**config.mk**
```make
export PLATFORM = sky130hd
export DESIGN_NAME = thermistor_temperature_convert
export DESIGN_NICKNAME = d
export VERILOG_FILES = /design/src/rtl/ttc_pkg.sv /design/src/rtl/ttc_front.sv /design/src/rtl/ttc_div.sv /design/src/rtl/ttc_seg.sv /design/src/rtl/thermistor_temperature_convert.sv
export VERILOG_INCLUDE_DIRS = /design/src /design/src/rtl
export SDC_FILE = /design/constraint.sdc
export NUM_CORES = 2
export LEC_CHECK = 0
export ABC_AREA = 1
export BUFFER_PORTS_ARGS = -buffer_cell sky130_fd_sc_hd__buf_2
export CELL_PAD_IN_SITES_DETAIL_PLACEMENT = 2
export CELL_PAD_IN_SITES_GLOBAL_PLACEMENT = 2
export CORE_ASPECT_RATIO = 0.5
export CORE_UTILIZATION = 25
export CTS_BUF_LIST = sky130_fd_sc_hd__clkbuf_8
export DETAILED_ROUTE_END_ITERATION = 7
export GPL_ROUTABILITY_DRIVEN = 0
export PLACE_DENSITY_LB_ADDON = 0.1
export SLEW_MARGIN = 20
export SYNTH_ARGS = -nofsm -noshare
export SYNTH_HDL_FRONTEND = slang
export SYNTH_HIERARCHICAL = 1
export SYNTH_SLANG_ARGS = --single-unit
```
**constraint.sdc**
```tcl
create_clock -name clock -period 6.4 [get_ports clock]
set_input_delay 0.64 -clock clock [delete_from_list [all_inputs] [get_ports clock]]
set_output_delay 0.64 -clock clock [all_outputs]
set_load 0.005 [all_outputs]
```
**src/rtl/assert_macros.svh**
```systemverilog
// ---------------------------------------------------------------------------
// assertion helpers shared by the rtl files
// ---------------------------------------------------------------------------
`ifndef ASSERT_MACROS_SVH
`define ASSERT_MACROS_SVH

// same-cycle implication, off while reset is high
`define ASSERT_IMPLY(label, clk, rst, ante, cons) \
   label: assert property (@(posedge clk) disable iff (rst) (ante) |-> (cons)) \
      else $error("assertion failed: same-cycle implication");

// next-cycle implication, off while reset is high
`define ASSERT_NEXT(label, clk, rst, ante, cons) \
   label: assert property (@(posedge clk) disable iff (rst) (ante) |=> (cons)) \
      else $error("assertion failed: next-cycle implication");

`endif

```
**src/rtl/ttc_pkg.sv**
```systemverilog
// ---------------------------------------------------------------------------
// ttc_pkg
// shared widths, constants and the segment table of the thermistor converter
// ---------------------------------------------------------------------------
`default_nettype none

package ttc_pkg;

   // field widths
   localparam int VOLT_W    = 12;
   localparam int TEMP_W    = 14;
   localparam int RES_W     = 25;
   localparam int REF_W     = 14;
   localparam int SLOPE_W   = 11;
   localparam int SPAN_W    = 14;
   localparam int BASE_W    = 6;
   localparam int BRK_W     = 16;
   localparam int SEG_COUNT = 6;
   localparam int SEG_IDX_W = 3;

   // defaults for the top level parameters
   localparam int DEF_FRAC_BITS = 8;
   localparam int DIV_STEPS     = 4;

   // divider constants
   localparam logic [VOLT_W-1:0] SUPPLY_MV = 12'd3296;
   localparam logic [REF_W-1:0]  REF_OHMS  = 14'd10000;

   // outer bounds of the segment chain
   localparam logic [BRK_W-1:0] RANGE_TOP = 16'd33970;
   localparam logic [BRK_W-1:0] RANGE_LOW = 16'd2484;

   typedef logic [SEG_IDX_W-1:0] seg_idx_type;

   // segment codes, 10 degrees each
   localparam seg_idx_type SEG_0_10  = 3'd0;
   localparam seg_idx_type SEG_10_20 = 3'd1;
   localparam seg_idx_type SEG_20_30 = 3'd2;
   localparam seg_idx_type SEG_30_40 = 3'd3;
   localparam seg_idx_type SEG_40_50 = 3'd4;
   localparam seg_idx_type SEG_50_60 = 3'd5;

   typedef struct packed {
      logic [BRK_W-1:0]   top;
      logic [BRK_W-1:0]   lower;
      logic [BASE_W-1:0]  base;
      logic [SLOPE_W-1:0] slope;
   } seg_type;

   // item sideband carried through the temperature divider
   typedef struct packed {
      logic              hit;
      logic [RES_W-1:0]  res;
      logic [BASE_W-1:0] base;
   } post_type;

   // segment table, [lower, top) in ohms, base in C, slope in ohms per C
   function automatic seg_type seg_lookup(seg_idx_type idx);
      seg_type seg;
      case (idx)
         SEG_0_10:  seg = '{top: 16'd33970, lower: 16'd20310, base: 6'd0,  slope: 11'd1366};
         SEG_10_20: seg = '{top: 16'd20310, lower: 16'd12570, base: 6'd10, slope: 11'd774};
         SEG_20_30: seg = '{top: 16'd12570, lower: 16'd8034,  base: 6'd20, slope: 11'd454};
         SEG_30_40: seg = '{top: 16'd8034,  lower: 16'd5298,  base: 6'd30, slope: 11'd274};
         SEG_40_50: seg = '{top: 16'd5298,  lower: 16'd3586,  base: 6'd40, slope: 11'd171};
         SEG_50_60: seg = '{top: 16'd3586,  lower: 16'd2484,  base: 6'd50, slope: 11'd110};
         default:   seg = '{top: 16'd33970, lower: 16'd20310, base: 6'd0,  slope: 11'd1366};
      endcase
      return seg;
   endfunction

endpackage

`default_nettype wire

```
**src/rtl/ttc_front.sv**
```systemverilog
// ---------------------------------------------------------------------------
// ttc_front
// voltage to divider operands: v*10000 over (3296 - v), with the supply check
// ---------------------------------------------------------------------------
`default_nettype none

module ttc_front (
   input  wire logic                          clock,
   input  wire logic                          reset,
   input  wire logic                          in_valid,
   input  wire logic [ttc_pkg::VOLT_W-1:0]    in_volt,
   output logic                               out_valid,
   output logic [ttc_pkg::RES_W-1:0]          out_num,
   output logic [ttc_pkg::VOLT_W-1:0]         out_den,
   output logic                               out_ok
);

   logic                         valid_ff;
   logic [ttc_pkg::RES_W-1:0]    num_ff, num_in;
   logic [ttc_pkg::VOLT_W-1:0]   den_ff, den_in;
   logic                         ok_ff, ok_in;

   // operands; at or above the supply the divide yields zero by a dummy divisor
   always_comb begin
      ok_in = (in_volt < ttc_pkg::SUPPLY_MV);
      if (ok_in) begin
         num_in = ttc_pkg::RES_W'(in_volt) * ttc_pkg::RES_W'(ttc_pkg::REF_OHMS);
         den_in = ttc_pkg::SUPPLY_MV - in_volt;
      end else begin
         num_in = '0;
         den_in = ttc_pkg::VOLT_W'(1);
      end
   end

   // valid bit
   always_ff @(posedge clock) begin
      if (reset) begin
         valid_ff <= 1'b0;
      end else begin
         valid_ff <= in_valid;
      end
   end

   // payload
   always_ff @(posedge clock) begin
      num_ff <= num_in;
      den_ff <= den_in;
      ok_ff  <= ok_in;
   end

   assign out_valid = valid_ff;
   assign out_num   = num_ff;
   assign out_den   = den_ff;
   assign out_ok    = ok_ff;

endmodule

`default_nettype wire

```
**src/rtl/ttc_div.sv**
```systemverilog
// ---------------------------------------------------------------------------
// ttc_div
// pipelined restoring divider, a fixed number of quotient bits per stage
// ---------------------------------------------------------------------------
`default_nettype none

`include "assert_macros.svh"

module ttc_div #(
   parameter int NUM_W  = ttc_pkg::RES_W,
   parameter int DEN_W  = ttc_pkg::VOLT_W,
   parameter int STEPS  = ttc_pkg::DIV_STEPS,
   parameter int SIDE_W = 1
) (
   input  wire logic              clock,
   input  wire logic              reset,
   input  wire logic              in_valid,
   input  wire logic [NUM_W-1:0]  in_num,
   input  wire logic [DEN_W-1:0]  in_den,
   input  wire logic [SIDE_W-1:0] in_side,
   output logic                   out_valid,
   output logic [NUM_W-1:0]       out_quo,
   output logic [SIDE_W-1:0]      out_side
);

   localparam int NS    = (NUM_W + STEPS - 1) / STEPS;
   localparam int PAD_W = NS * STEPS;

   logic              valid_ff [NS];
   logic [DEN_W-1:0]  rem_ff   [NS];
   logic [DEN_W-1:0]  den_ff   [NS];
   logic [PAD_W-1:0]  num_ff   [NS];
   logic [PAD_W-1:0]  quo_ff   [NS];
   logic [SIDE_W-1:0] side_ff  [NS];

   for (genvar k = 0; k < NS; k++) begin : g_stage
      logic              valid_src;
      logic [DEN_W-1:0]  rem_src;
      logic [DEN_W-1:0]  den_src;
      logic [PAD_W-1:0]  num_src;
      logic [PAD_W-1:0]  quo_src;
      logic [SIDE_W-1:0] side_src;
      logic [DEN_W-1:0]  rem_in;
      logic [PAD_W-1:0]  num_in;
      logic [PAD_W-1:0]  quo_in;

      // stage source: the ports or the stage before
      if (k == 0) begin : g_first
         assign valid_src = in_valid;
         assign rem_src   = '0;
         assign den_src   = in_den;
         assign num_src   = PAD_W'(in_num);
         assign quo_src   = '0;
         assign side_src  = in_side;
      end else begin : g_next
         assign valid_src = valid_ff[k-1];
         assign rem_src   = rem_ff[k-1];
         assign den_src   = den_ff[k-1];
         assign num_src   = num_ff[k-1];
         assign quo_src   = quo_ff[k-1];
         assign side_src  = side_ff[k-1];
      end

      // shift-subtract steps of this stage, msb first
      always_comb begin
         logic [DEN_W:0] trial;
         rem_in = rem_src;
         num_in = num_src;
         quo_in = quo_src;
         trial  = '0;
         for (int s = 0; s < STEPS; s++) begin
            trial  = {rem_in, num_in[PAD_W-1]};
            num_in = num_in << 1;
            if (trial >= {1'b0, den_src}) begin
               rem_in = DEN_W'(trial - {1'b0, den_src});
               quo_in = {quo_in[PAD_W-2:0], 1'b1};
            end else begin
               rem_in = trial[DEN_W-1:0];
               quo_in = {quo_in[PAD_W-2:0], 1'b0};
            end
         end
      end

      // valid bit
      always_ff @(posedge clock) begin
         if (reset) begin
            valid_ff[k] <= 1'b0;
         end else begin
            valid_ff[k] <= valid_src;
         end
      end

      // payload
      always_ff @(posedge clock) begin
         rem_ff[k]  <= rem_in;
         den_ff[k]  <= den_src;
         num_ff[k]  <= num_in;
         quo_ff[k]  <= quo_in;
         side_ff[k] <= side_src;
      end
   end

   assign out_valid = valid_ff[NS-1];
   assign out_quo   = quo_ff[NS-1][NUM_W-1:0];
   assign out_side  = side_ff[NS-1];

   // a finished item always leaves a proper remainder
   `ASSERT_IMPLY(a_rem_below_den, clock, reset, valid_ff[NS-1], rem_ff[NS-1] < den_ff[NS-1])

endmodule

`default_nettype wire

```
**src/rtl/ttc_seg.sv**
```systemverilog
// ---------------------------------------------------------------------------
// ttc_seg
// segment search on the resistance and setup of the temperature divide
// ---------------------------------------------------------------------------
`default_nettype none

module ttc_seg #(
   parameter int FRAC_BITS = ttc_pkg::DEF_FRAC_BITS
) (
   input  wire logic                                clock,
   input  wire logic                                reset,
   input  wire logic                                in_valid,
   input  wire logic [ttc_pkg::RES_W-1:0]           in_res,
   input  wire logic                                in_ok,
   output logic                                     out_valid,
   output logic [ttc_pkg::SPAN_W+FRAC_BITS-1:0]     out_num,
   output logic [ttc_pkg::SLOPE_W-1:0]              out_slope,
   output ttc_pkg::post_type                        out_side
);

   localparam int NUM_W = ttc_pkg::SPAN_W + FRAC_BITS;

   logic                          valid_ff;
   logic [NUM_W-1:0]              num_ff, num_in;
   logic [ttc_pkg::SLOPE_W-1:0]   slope_ff, slope_in;
   ttc_pkg::post_type             side_ff, side_in;
   logic [ttc_pkg::SEG_COUNT-1:0] hit_vec;

   // one compare pair per segment, lower bound inclusive
   always_comb begin
      ttc_pkg::seg_type seg;
      for (int i = 0; i < ttc_pkg::SEG_COUNT; i++) begin
         seg = ttc_pkg::seg_lookup(ttc_pkg::seg_idx_type'(i));
         hit_vec[i] = in_ok
                    && (in_res <  ttc_pkg::RES_W'(seg.top))
                    && (in_res >= ttc_pkg::RES_W'(seg.lower));
      end
   end

   // pick the segment and form span << FRAC_BITS
   always_comb begin
      ttc_pkg::seg_idx_type     sel;
      ttc_pkg::seg_type         cur;
      logic                     hit;
      logic [ttc_pkg::RES_W-1:0] diff;
      logic [ttc_pkg::SPAN_W-1:0] span;
      sel = ttc_pkg::SEG_0_10;
      hit = 1'b0;
      for (int i = ttc_pkg::SEG_COUNT - 1; i >= 0; i--) begin
         if (hit_vec[i]) begin
            sel = ttc_pkg::seg_idx_type'(i);
            hit = 1'b1;
         end
      end
      cur  = ttc_pkg::seg_lookup(sel);
      diff = ttc_pkg::RES_W'(cur.top) - in_res;
      span = hit ? diff[ttc_pkg::SPAN_W-1:0] : '0;
      num_in        = NUM_W'(span) << FRAC_BITS;
      slope_in      = cur.slope;
      side_in.hit   = hit;
      side_in.res   = in_res;
      side_in.base  = cur.base;
   end

   // valid bit
   always_ff @(posedge clock) begin
      if (reset) begin
         valid_ff <= 1'b0;
      end else begin
         valid_ff <= in_valid;
      end
   end

   // payload
   always_ff @(posedge clock) begin
      num_ff   <= num_in;
      slope_ff <= slope_in;
      side_ff  <= side_in;
   end

   assign out_valid = valid_ff;
   assign out_num   = num_ff;
   assign out_slope = slope_ff;
   assign out_side  = side_ff;

endmodule

`default_nettype wire

```
**src/rtl/thermistor_temperature_convert.sv**
```systemverilog
// ---------------------------------------------------------------------------
// thermistor_temperature_convert
// ntc divider voltage to resistance and piecewise linear temperature
// ---------------------------------------------------------------------------
//  channel   ports                                    handshake
//  request   req_voltage_mv                           start high, busy low
//  response  rsp_temperature_q8, rsp_resistance_ohms, rsp_valid strobe,
//            rsp_in_range                             one cycle
//
//  one item per clock; busy stays low
//  each item passes the front register, the resistance divider pipeline,
//  the segment register, the temperature divider and the response register
//  synchronous reset clears every valid bit; nothing else is reset
//  results are not held back: each shows for one cycle on rsp_valid
// ---------------------------------------------------------------------------
`default_nettype none

`include "assert_macros.svh"

module thermistor_temperature_convert #(
   parameter int FRAC_BITS = ttc_pkg::DEF_FRAC_BITS,
   parameter int DIV_STEPS = ttc_pkg::DIV_STEPS
) (
   input  wire logic                         clock,
   input  wire logic                         reset,
   input  wire logic                         start,
   output logic                              busy,
   input  wire logic [ttc_pkg::VOLT_W-1:0]   req_voltage_mv,
   output logic                              rsp_valid,
   output logic [ttc_pkg::TEMP_W-1:0]        rsp_temperature_q8,
   output logic [ttc_pkg::RES_W-1:0]         rsp_resistance_ohms,
   output logic                              rsp_in_range
);

   localparam int NUM2_W  = ttc_pkg::SPAN_W + FRAC_BITS;
   localparam int SUM_W   = NUM2_W + 1;
   localparam int NS1     = (ttc_pkg::RES_W + DIV_STEPS - 1) / DIV_STEPS;
   localparam int NS2     = (NUM2_W + DIV_STEPS - 1) / DIV_STEPS;
   localparam int LAT     = 3 + NS1 + NS2;
   localparam int POST_W  = $bits(ttc_pkg::post_type);

   logic                          accept;
   logic                          fr_valid;
   logic [ttc_pkg::RES_W-1:0]     fr_num;
   logic [ttc_pkg::VOLT_W-1:0]    fr_den;
   logic                          fr_ok;
   logic                          d1_valid;
   logic [ttc_pkg::RES_W-1:0]     d1_res;
   logic                          d1_ok;
   logic                          sg_valid;
   logic [NUM2_W-1:0]             sg_num;
   logic [ttc_pkg::SLOPE_W-1:0]   sg_slope;
   ttc_pkg::post_type             sg_side;
   logic                          d2_valid;
   logic [NUM2_W-1:0]             d2_quo;
   logic [POST_W-1:0]             d2_side_bits;
   ttc_pkg::post_type             d2_side;

   logic                          rsp_valid_ff;
   logic [ttc_pkg::TEMP_W-1:0]    temp_ff, temp_in;
   logic [ttc_pkg::RES_W-1:0]     res_ff;
   logic                          range_ff;
   logic                          res_in_chain;

   // never stalls
   assign busy   = 1'b0;
   assign accept = start && !busy;

   // operand setup
   ttc_front u_front (
      .clock     (clock),
      .reset     (reset),
      .in_valid  (accept),
      .in_volt   (req_voltage_mv),
      .out_valid (fr_valid),
      .out_num   (fr_num),
      .out_den   (fr_den),
      .out_ok    (fr_ok)
   );

   // resistance divide
   ttc_div #(
      .NUM_W  (ttc_pkg::RES_W),
      .DEN_W  (ttc_pkg::VOLT_W),
      .STEPS  (DIV_STEPS),
      .SIDE_W (1)
   ) u_div_res (
      .clock     (clock),
      .reset     (reset),
      .in_valid  (fr_valid),
      .in_num    (fr_num),
      .in_den    (fr_den),
      .in_side   (fr_ok),
      .out_valid (d1_valid),
      .out_quo   (d1_res),
      .out_side  (d1_ok)
   );

   // segment search
   ttc_seg #(
      .FRAC_BITS (FRAC_BITS)
   ) u_seg (
      .clock     (clock),
      .reset     (reset),
      .in_valid  (d1_valid),
      .in_res    (d1_res),
      .in_ok     (d1_ok),
      .out_valid (sg_valid),
      .out_num   (sg_num),
      .out_slope (sg_slope),
      .out_side  (sg_side)
   );

   // temperature divide by the segment slope
   ttc_div #(
      .NUM_W  (NUM2_W),
      .DEN_W  (ttc_pkg::SLOPE_W),
      .STEPS  (DIV_STEPS),
      .SIDE_W (POST_W)
   ) u_div_temp (
      .clock     (clock),
      .reset     (reset),
      .in_valid  (sg_valid),
      .in_num    (sg_num),
      .in_den    (sg_slope),
      .in_side   (POST_W'(sg_side)),
      .out_valid (d2_valid),
      .out_quo   (d2_quo),
      .out_side  (d2_side_bits)
   );

   assign d2_side = ttc_pkg::post_type'(d2_side_bits);

   // add the segment base and trim to the output field
   always_comb begin
      logic [SUM_W-1:0] sum;
      sum     = SUM_W'(d2_quo) + (SUM_W'(d2_side.base) << FRAC_BITS);
      temp_in = d2_side.hit ? sum[ttc_pkg::TEMP_W-1:0] : '0;
   end

   // response strobe
   always_ff @(posedge clock) begin
      if (reset) begin
         rsp_valid_ff <= 1'b0;
      end else begin
         rsp_valid_ff <= d2_valid;
      end
   end

   // response payload
   always_ff @(posedge clock) begin
      temp_ff  <= temp_in;
      res_ff   <= d2_side.res;
      range_ff <= d2_side.hit;
   end

   assign rsp_valid           = rsp_valid_ff;
   assign rsp_temperature_q8  = temp_ff;
   assign rsp_resistance_ohms = res_ff;
   assign rsp_in_range        = range_ff;

   // reported resistance lies inside the segment chain
   assign res_in_chain = (rsp_resistance_ohms >= ttc_pkg::RES_W'(ttc_pkg::RANGE_LOW))
                      && (rsp_resistance_ohms < ttc_pkg::RES_W'(ttc_pkg::RANGE_TOP));

   // every accepted item enters the pipeline
   `ASSERT_NEXT(a_front_take, clock, reset, accept, fr_valid)
   // a result only for an item accepted the full pipeline latency before
   `ASSERT_IMPLY(a_rsp_latency, clock, reset, rsp_valid, $past(accept, LAT))
   // out of range reads as zero degrees
   `ASSERT_IMPLY(a_zero_out_range, clock, reset, rsp_valid && !rsp_in_range, rsp_temperature_q8 == '0)
   // in range means resistance inside the segment chain
   `ASSERT_IMPLY(a_range_bounds, clock, reset, rsp_valid && rsp_in_range, res_in_chain)

endmodule

`default_nettype wire

```
==> results.tsv <==
metric	value	unit
result of the run	finished, violations left	
failing checks	negative setup slack	
highest cell delay on the worst timing path	0.36	ns
Reg-to-Reg End	u_div_res/rem_ff[2][4]$_DFF_P_	
overall via count from detail_route	59100	
Final Max Tran Viols	0	
Net count, final	10800	
critical-path cell with the highest stage delay	sky130_fd_sc_hd__dfxtp_2	
Post-Syn Instances	7585	
Min Clock Period, post-route	6.70	ns
maximum number of buffers from clock root to sink	4	
I/O pin cnt	57	
CTS tree	built	
fill cell instance count of the final layout	25500	
reg2reg setup slack	-0.30	ns
Remaining DRCs	0	
CP endpoint kind	flop	
area taken by multi-input logic gates	0.0416	mm^2
count of port buffers added during placement	55	
H-tree levels	4	
met2 Use GR	37.6	%
Hold Path Cell Cnt	3	
relative area change from synthesis to final layout	57.7	%
Initial DRT Pass Iterations	5	
total track usage	20.5	%
met1 GRT Util	25.8	%
clock tree skew after final layout	0.0902	ns
terminating pin of the worst hold path	u_front/out_den[9]$_SDFF_PN0_	
flip-flop and latch area	0.0174	mm^2
area inside the core boundary	0.225	mm^2
cell mode on critical path	sky130_fd_sc_hd__nand2_2	
worst hold slack	0.113	ns
clock-pin transition on the worst setup and hold timing paths	0.07	ns
Detailed Route Iter0 Violations	1385	
Final Worst Setup Slack	-0.298	ns
site row count	123	
post-synthesis area per instance	7.46	um^2
number of violations of the max-capacitance limit	0	
transition at the pin with the smallest max-transition slack	0.679	ns
wire length of the first global-routing pass	371	mm
final routed wirelength across all metal layers	240	mm
crit path DAT	7.46	ns
r2r worst-path depth	44	
met3 track utilization from global routing	2.15	%
Total Die Area	0.228	mm^2
CP max FO	6	
number of nets with antenna violations after detailed routing	0	
Synth Cell Area	0.0566	mm^2
Die Span X	675	um
TritonCTS Buffers	150	
pin count of the biggest net entering global routing	17	
worst relative slew slack	54.7	%
effective utilization at floorplan	25.2	%
number of clock sinks	863	
Period Utilization, post-route	105	%
post-DR wirelength/cell	18.2	um
proportion of layout cells with a drive suffix above 1	42.4	%
critical path launch point type	flop	
setup violation total in the final timing report	77	
gr ovfl total	0	
count of warnings emitted by yosys	6	
class of the worst hold path	in2reg	
peak-usage layer in the global routing report	met2	
kind of critical path	reg2reg	
required time worst endpoint	7.17	ns
Hold Startpoint	req_voltage_mv[9]	
DP Wirelength	187	mm
setup repair after global routing missed its margin	yes	
launch point of the worst reg-to-reg path	u_div_res/den_ff[1][2]$_DFF_P_	
antenna violations before repair	6	
clock latency reported for the late side of the worst-skew pair	0.94	ns
Achievable Freq	149	MHz
Hold Vio Cnt, Final	0	
vias in the first global route	66000	
clk root buf	sky130_fd_sc_hd__clkbuf_8	
post-DR vias/cell	4.48	
die height	338	um
[what timing repair did]
action                                  CTS  global route
setup buffers                           269            57
cloned                                   29             3
setup endpoints to repair               127           127
resized for setup                      1280           414
endpoints found under the hold margin     2             0
hold buffers                              2             0
pin swaps                               437           239
[layout by cell type, fill, tap and decap left out, drive strengths merged, types with 5 or more instances in the layout]
master,instances
a21oi,471
clkbuf,183
or2,49
nand4,128
nand3,491
a21o,35
xnor2,145
buf,2426
inv,1119
a21boi,12
nor2,522
nand3b,20
xor2,263
a211oi,8
nor4,11
o31ai,6
clkinv,27
o21a,32
and2,7
conb,20
clkinvlp,20
nand2,1989
a41o,5
dfxtp,863
o221ai,10
bufinv,15
fa,69
o21ai,383
o21bai,44
ha,663
o2111ai,21
nor3,75
o211ai,12
a31oi,27
[how the worst max path moves through the flow]
stage | startpoint | end | slack, ns | cells past startpoint
6_report | u_div_res/den_ff[1][2]$_DFF_P_ | u_div_res/rem_ff[2][4]$_DFF_P_ | -0.30 | 44
5_1_grt | u_div_res/den_ff[1][2]$_DFF_P_ | u_div_res/rem_ff[2][9]$_DFF_P_ | -0.66 | 43
2_1_floorplan | u_div_res/den_ff[4][2]$_DFF_P_ | u_div_res/rem_ff[5][6]$_DFF_P_ | 0.01 | 49
4_1_cts | u_div_res/den_ff[1][8]$_DFF_P_ | u_div_res/rem_ff[2][11]$_DFF_P_ | -0.25 | 44
3_5_place_dp | u_div_temp/den_ff[2][10]$_DFF_P_ | u_div_temp/rem_ff[3][4]$_DFF_P_ | -1.47 | 41
3_3_place_gp | u_div_temp/den_ff[2][7]$_DFF_P_ | u_div_temp/rem_ff[3][4]$_DFF_P_ | -1.30 | 43
[area by class of cell]
type                    instances  share of cell area (%)
multi-input cells            5540                    46.6
clock buffers                 183                    2.82
flip-flops and latches        863                    19.5
repair inverters                6                  0.0547
clock inverters                75                   0.890
inverters                    1100                    4.72
well taps                    3000                    4.21
diodes                          1                 0.00280
repair buffers               2430                    21.2
[through the flow]
step	setup WS, ns	area [um^2]	util, %	setup TNS, ns	cells
2_1_floorplan	0.0139	56800	-	0	7600
3_3_place_gp	-1.30	75500	33.6	-69.96	12600
3_5_place_dp	-1.47	75500	33.6	-92.20	12600
4_1_cts	-0.250	87000	38.7	-5.37	13100
5_1_grt	-0.664	89300	39.7	-59.04	13200
6_report	-0.298	89300	39.7	-11.01	13200
[registers in the layout (all words and copies together), names as in the netlist, 6 cells and up]
| signal | flops |
|---|---|
| u_div_temp/side_ff | 192 |
| u_div_res/quo_ff | 91 |
| u_div_res/num_ff | 84 |
| u_div_res/den_ff | 72 |
| u_div_res/rem_ff | 72 |
| u_div_temp/num_ff | 60 |
| u_div_temp/den_ff | 55 |
| u_div_temp/rem_ff | 55 |
| u_div_temp/quo_ff | 32 |
| u_seg/out_side | 30 |
| rsp_resistance_ohms | 25 |
| u_front/out_num | 21 |
| rsp_temperature_q8 | 14 |
| u_seg/out_num | 14 |
| u_front/out_den | 12 |
| u_seg/out_slope | 9 |
| u_div_res/side_ff | 7 |
| u_div_res/valid_ff | 7 |
| u_div_temp/valid_ff | 6 |
[critical path: cells and delay by family, from the launching register on]
family | cells | cell delay (ns)
compound gates | 14 | 2.32
fa+ha+maj | 4 | 1.02
buf+inv | 6 | 0.71
simple gates | 20 | 2.12
flops | 1 | 0.36
[layer usage]
layer | vias to the layer above | wire (um)
met5 | - | 0
met3 | 236 | 4300
met4 | 0 | 4540
li1 | 29600 | -
met1 | 28800 | 110000
met2 | 394 | 121000
Power is left out: the tool's default activity adds up to more than one toggle a clock period on the data nets, which glitch-free logic cannot reach.
